$ cat src/hw/rtl/chp_pkg.sv
// shared constants, point type and cell control structs for the convex hull block
package chp_pkg;

    localparam int C_MAX_POINTS = 64;
    localparam int C_COORD_BITS = 16;
    localparam int C_CNT_W      = $clog2(C_MAX_POINTS + 1);
    localparam int C_IDX_W      = $clog2(C_MAX_POINTS);

    typedef struct packed {
        logic [C_COORD_BITS-1:0] x;
        logic [C_COORD_BITS-1:0] y;
    } t_point;

    // sort chain operations
    localparam logic [1:0] SORT_HOLD  = 2'd0;
    localparam logic [1:0] SORT_INS   = 2'd1;
    localparam logic [1:0] SORT_SHIFT = 2'd2;

    // stack chain operations
    localparam logic [1:0] STK_HOLD = 2'd0;
    localparam logic [1:0] STK_PUSH = 2'd1;
    localparam logic [1:0] STK_POP  = 2'd2;

    typedef struct packed {
        logic [1:0] op;
        t_point     new_pt;
        t_point     anchor;
    } t_sort_ctl;

    typedef struct packed {
        logic [1:0] op;
    } t_stack_ctl;

endpackage

$ cat src/hw/rtl/chp_stack_cell.sv
// one cell of the shifting hull stack
module chp_stack_cell import chp_pkg::*; (
    input  logic       i_clk,
    input  t_stack_ctl i_ctl,
    input  t_point     i_left_pt,
    input  t_point     i_right_pt,
    output t_point     o_pt
);
    t_point r_pt;

    assign o_pt = r_pt;

    always_ff @(posedge i_clk) begin
        case (i_ctl.op)
            STK_PUSH: r_pt <= i_left_pt;
            STK_POP:  r_pt <= i_right_pt;
            default:  r_pt <= r_pt;
        endcase
    end
endmodule

$ cat config.mk
export PLATFORM = sky130hd
export DESIGN_NAME = chp_stack_cell
export DESIGN_NICKNAME = d
export VERILOG_FILES = /design/src/hw/rtl/chp_pkg.sv /design/src/hw/rtl/chp_stack_cell.sv
export SDC_FILE = /design/constraint.sdc
export NUM_CORES = 1
export LEC_CHECK = 0
export BUFFER_PORTS_ARGS = -buffer_cell sky130_fd_sc_hd__buf_4
export CAP_MARGIN = 15
export CORE_ASPECT_RATIO = 1.75
export CORE_MARGIN = 5
export CORE_UTILIZATION = 47
export CTS_BUF_LIST = sky130_fd_sc_hd__clkbuf_8
export DETAILED_ROUTE_END_ITERATION = 12
export MAX_ROUTING_LAYER = met4
export PLACE_DENSITY_LB_ADDON = 0.08
export RECOVER_POWER = 50
export SYNTH_ARGS = -nofsm -noshare
export SYNTH_HDL_FRONTEND = slang
export SYNTH_SLANG_ARGS = --single-unit
export TNS_END_PERCENT = 5
$ cat constraint.sdc
create_clock -name i_clk -period 2.4 [get_ports i_clk]
set_input_delay 0.12 -clock i_clk [delete_from_list [all_inputs] [get_ports i_clk]]
set_output_delay 0.12 -clock i_clk [all_outputs]
set_load 0.02 [all_outputs]
==> flow_summary.json <==
{
  "largest_reg_flops": 32,
  "total_power_mw": 1.46,
  "dp_hpwl_um": 2710,
  "irDropWorstVdd_mv": 0.517,
  "power_density_nw_per_um2": 662,
  "ys_seq_elements": 32,
  "cts_root_buf": "clkbuf_8",
  "final.fill_count": 278,
  "wl_per_cell_um": 15.4,
  "whs_path_depth": 2,
  "synth_area_um2": 1530,
  "critPathKind": "in2reg",
  "relSlewSlack_pct": 54.3,
  "antenna_left": 0,
  "antenna_found_initial": 0,
  "ys_types": 7,
  "die_y_um": 85.4,
  "vias": 997,
  "crit_arrival_ns": 1.56,
  "clk_pin_slew_ns": 0.07,
  "finalNetCount": 243,
  "rsz0062_at_grt": "no",
  "hold_viol": 0,
  "worstMarginPinSlew_ns": 0.686,
  "syn_to_final_growth_pct": 44.2,
  "grt_pass1_wl_um": 5130,
  "fp.coreArea_um2": 3140,
  "yosysWarnings": 0,
  "min_path_type": "in2reg",
  "antenna-diode-count": 0,
  "dieArea_um2": 4530,
  "syn_nets": 139,
  "htree_levels": 2,
  "track_usage_pct": 16.4,
  "portBuffers": 98,
  "start_kind": "primary input",
  "seq_area_frac_synth_pct": 63.0,
  "rows": 27,
  "finalCritPeriodShare_pct": 63.5,
  "setup.worst_path.end_class": "flip-flop",
  "pin_count": 99,
  "synth.avg_cell_area_um2": 21.5,
  "hold_buffers": 0,
  "finalSetupViolCount": 0,
  "clockBufferDepth": 2,
  "netlist_instances": 71,
  "layout-drive-gt1-share_pct": 55.1,
  "place_congestion": 0.676,
  "drc": 0,
  "drt-pass1-iter-count": 3,
  "clock_sinks": 32,
  "grt-ovfl-total": 0,
  "dieWidth_um": 53.1,
  "required_ns": 2.43,
  "cp-startpoint": "i_ctl[0]",
  "min-delay-start": "i_left_pt[21]",
  "grt_pass1_vias": 1125,
  "drtIter0Drc": 9,
  "min_to": "o_pt[21]",
  "crit_fanout": 16,
  "tns_ns": 0,
  "placed_area_um2": 2280,
  "cts_made_buffers": 5,
  "fin_area_um2": 2200,
  "cts_resized": 0,
  "wl_um": 3380,
  "initial_core_util_pct": 48.5,
  "min_period_ns": 1.52,
  "fmax_ghz": 0.657,
  "cap_violations": 0,
  "grt_max_degree": 18,
  "viasPerCell": 4.55,
  "cts_tree": "done",
  "status": "complete, no violations",
  "slew_viol_final": 0,
  "postCtsSetupRepairBufs": 0,
  "p_leak_nw": 0.945
}
## cell usage after synthesis
master	n	share of area, %
buf_12	3	3.9
ha_1	1	0.82
mux2_2	2	1.5
mux2_4	30	30
buf_6	1	0.74
inv_1	2	0.49
edfxtp_1	32	63
## per-layer routing
metal | track usage (%) | up-vias | wire, um
li1 | - | 480 | -
met4 | 7.67 | 0 | 55
met5 | - | - | 0
met2 | 27.9 | 62 | 1860
met3 | 5.27 | 5 | 346
met1 | 16.4 | 450 | 1120
## layout make-up
| type | instances | area, um2 | area share [%] |
|---|---|---|---|
| sequential | 32 | 961 | 43.7 |
| inverter | 2 | 7.51 | 0.341 |
| clock inverter | 3 | 13.8 | 0.626 |
| clock buffer | 5 | 68.8 | 3.13 |
| timing repair buffer | 101 | 651 | 29.6 |
| multi-input combinational | 33 | 444 | 20.2 |
| tap | 43 | 53.8 | 2.45 |
## worst max-delay path by stage
stage / to
global route: o_pt[22]
finish: o_pt[12]
global placement: o_pt[12]
floorplan: o_pt[0]
CTS: o_pt[12]
detailed placement: o_pt[12]
## cells in the final DEF (no fill, tap or decap)
cell type / count
clkinv_1: 1
edfxtp_1: 32
buf_4: 67
ha_1: 1
mux2_4: 19
inv_1: 2
buf_12: 1
clkbuf_1: 32
clkbuf_8: 5
mux2_1: 11
mux2_2: 2
clkinv_2: 2
clkbuf_4: 1
## worst max-delay path, stage by stage
cell	delay, ns
clkbuf_4	0.10
inv_1	0.05
ha_1	0.59
buf_4	0.36
mux2_4	0.32
## per-stage QoR
stage                     std cells  hold WS [ns]  utilization (%)  setup WS, ns
after floorplan                  71         0.337                -         0.955
after global placement          211         0.421             72.6         0.752
after detailed placement        211         0.423             72.6         0.688
after CTS                       219         0.125             75.2         0.997
after global routing            219         0.115             70.0         0.796
final                           219         0.127             70.0         0.877
## report_power, final
part	internal [mW]	switching [mW]
registers	0.711	0.0186
clock network	0.196	0.183
logic	0.155	0.193
## cells by family (layout without fill, tap and decap cells)
family / count (synthesis) / count (layout) / synth area share, %
muxes: 32 / 32 / 31.0
DFF: 32 / 32 / 63.0
adders and majority gates: 1 / 1 / 0.820
buffers and inverters: 6 / 111 / 5.17
Note: power is estimated with default switching activity, not from simulation.
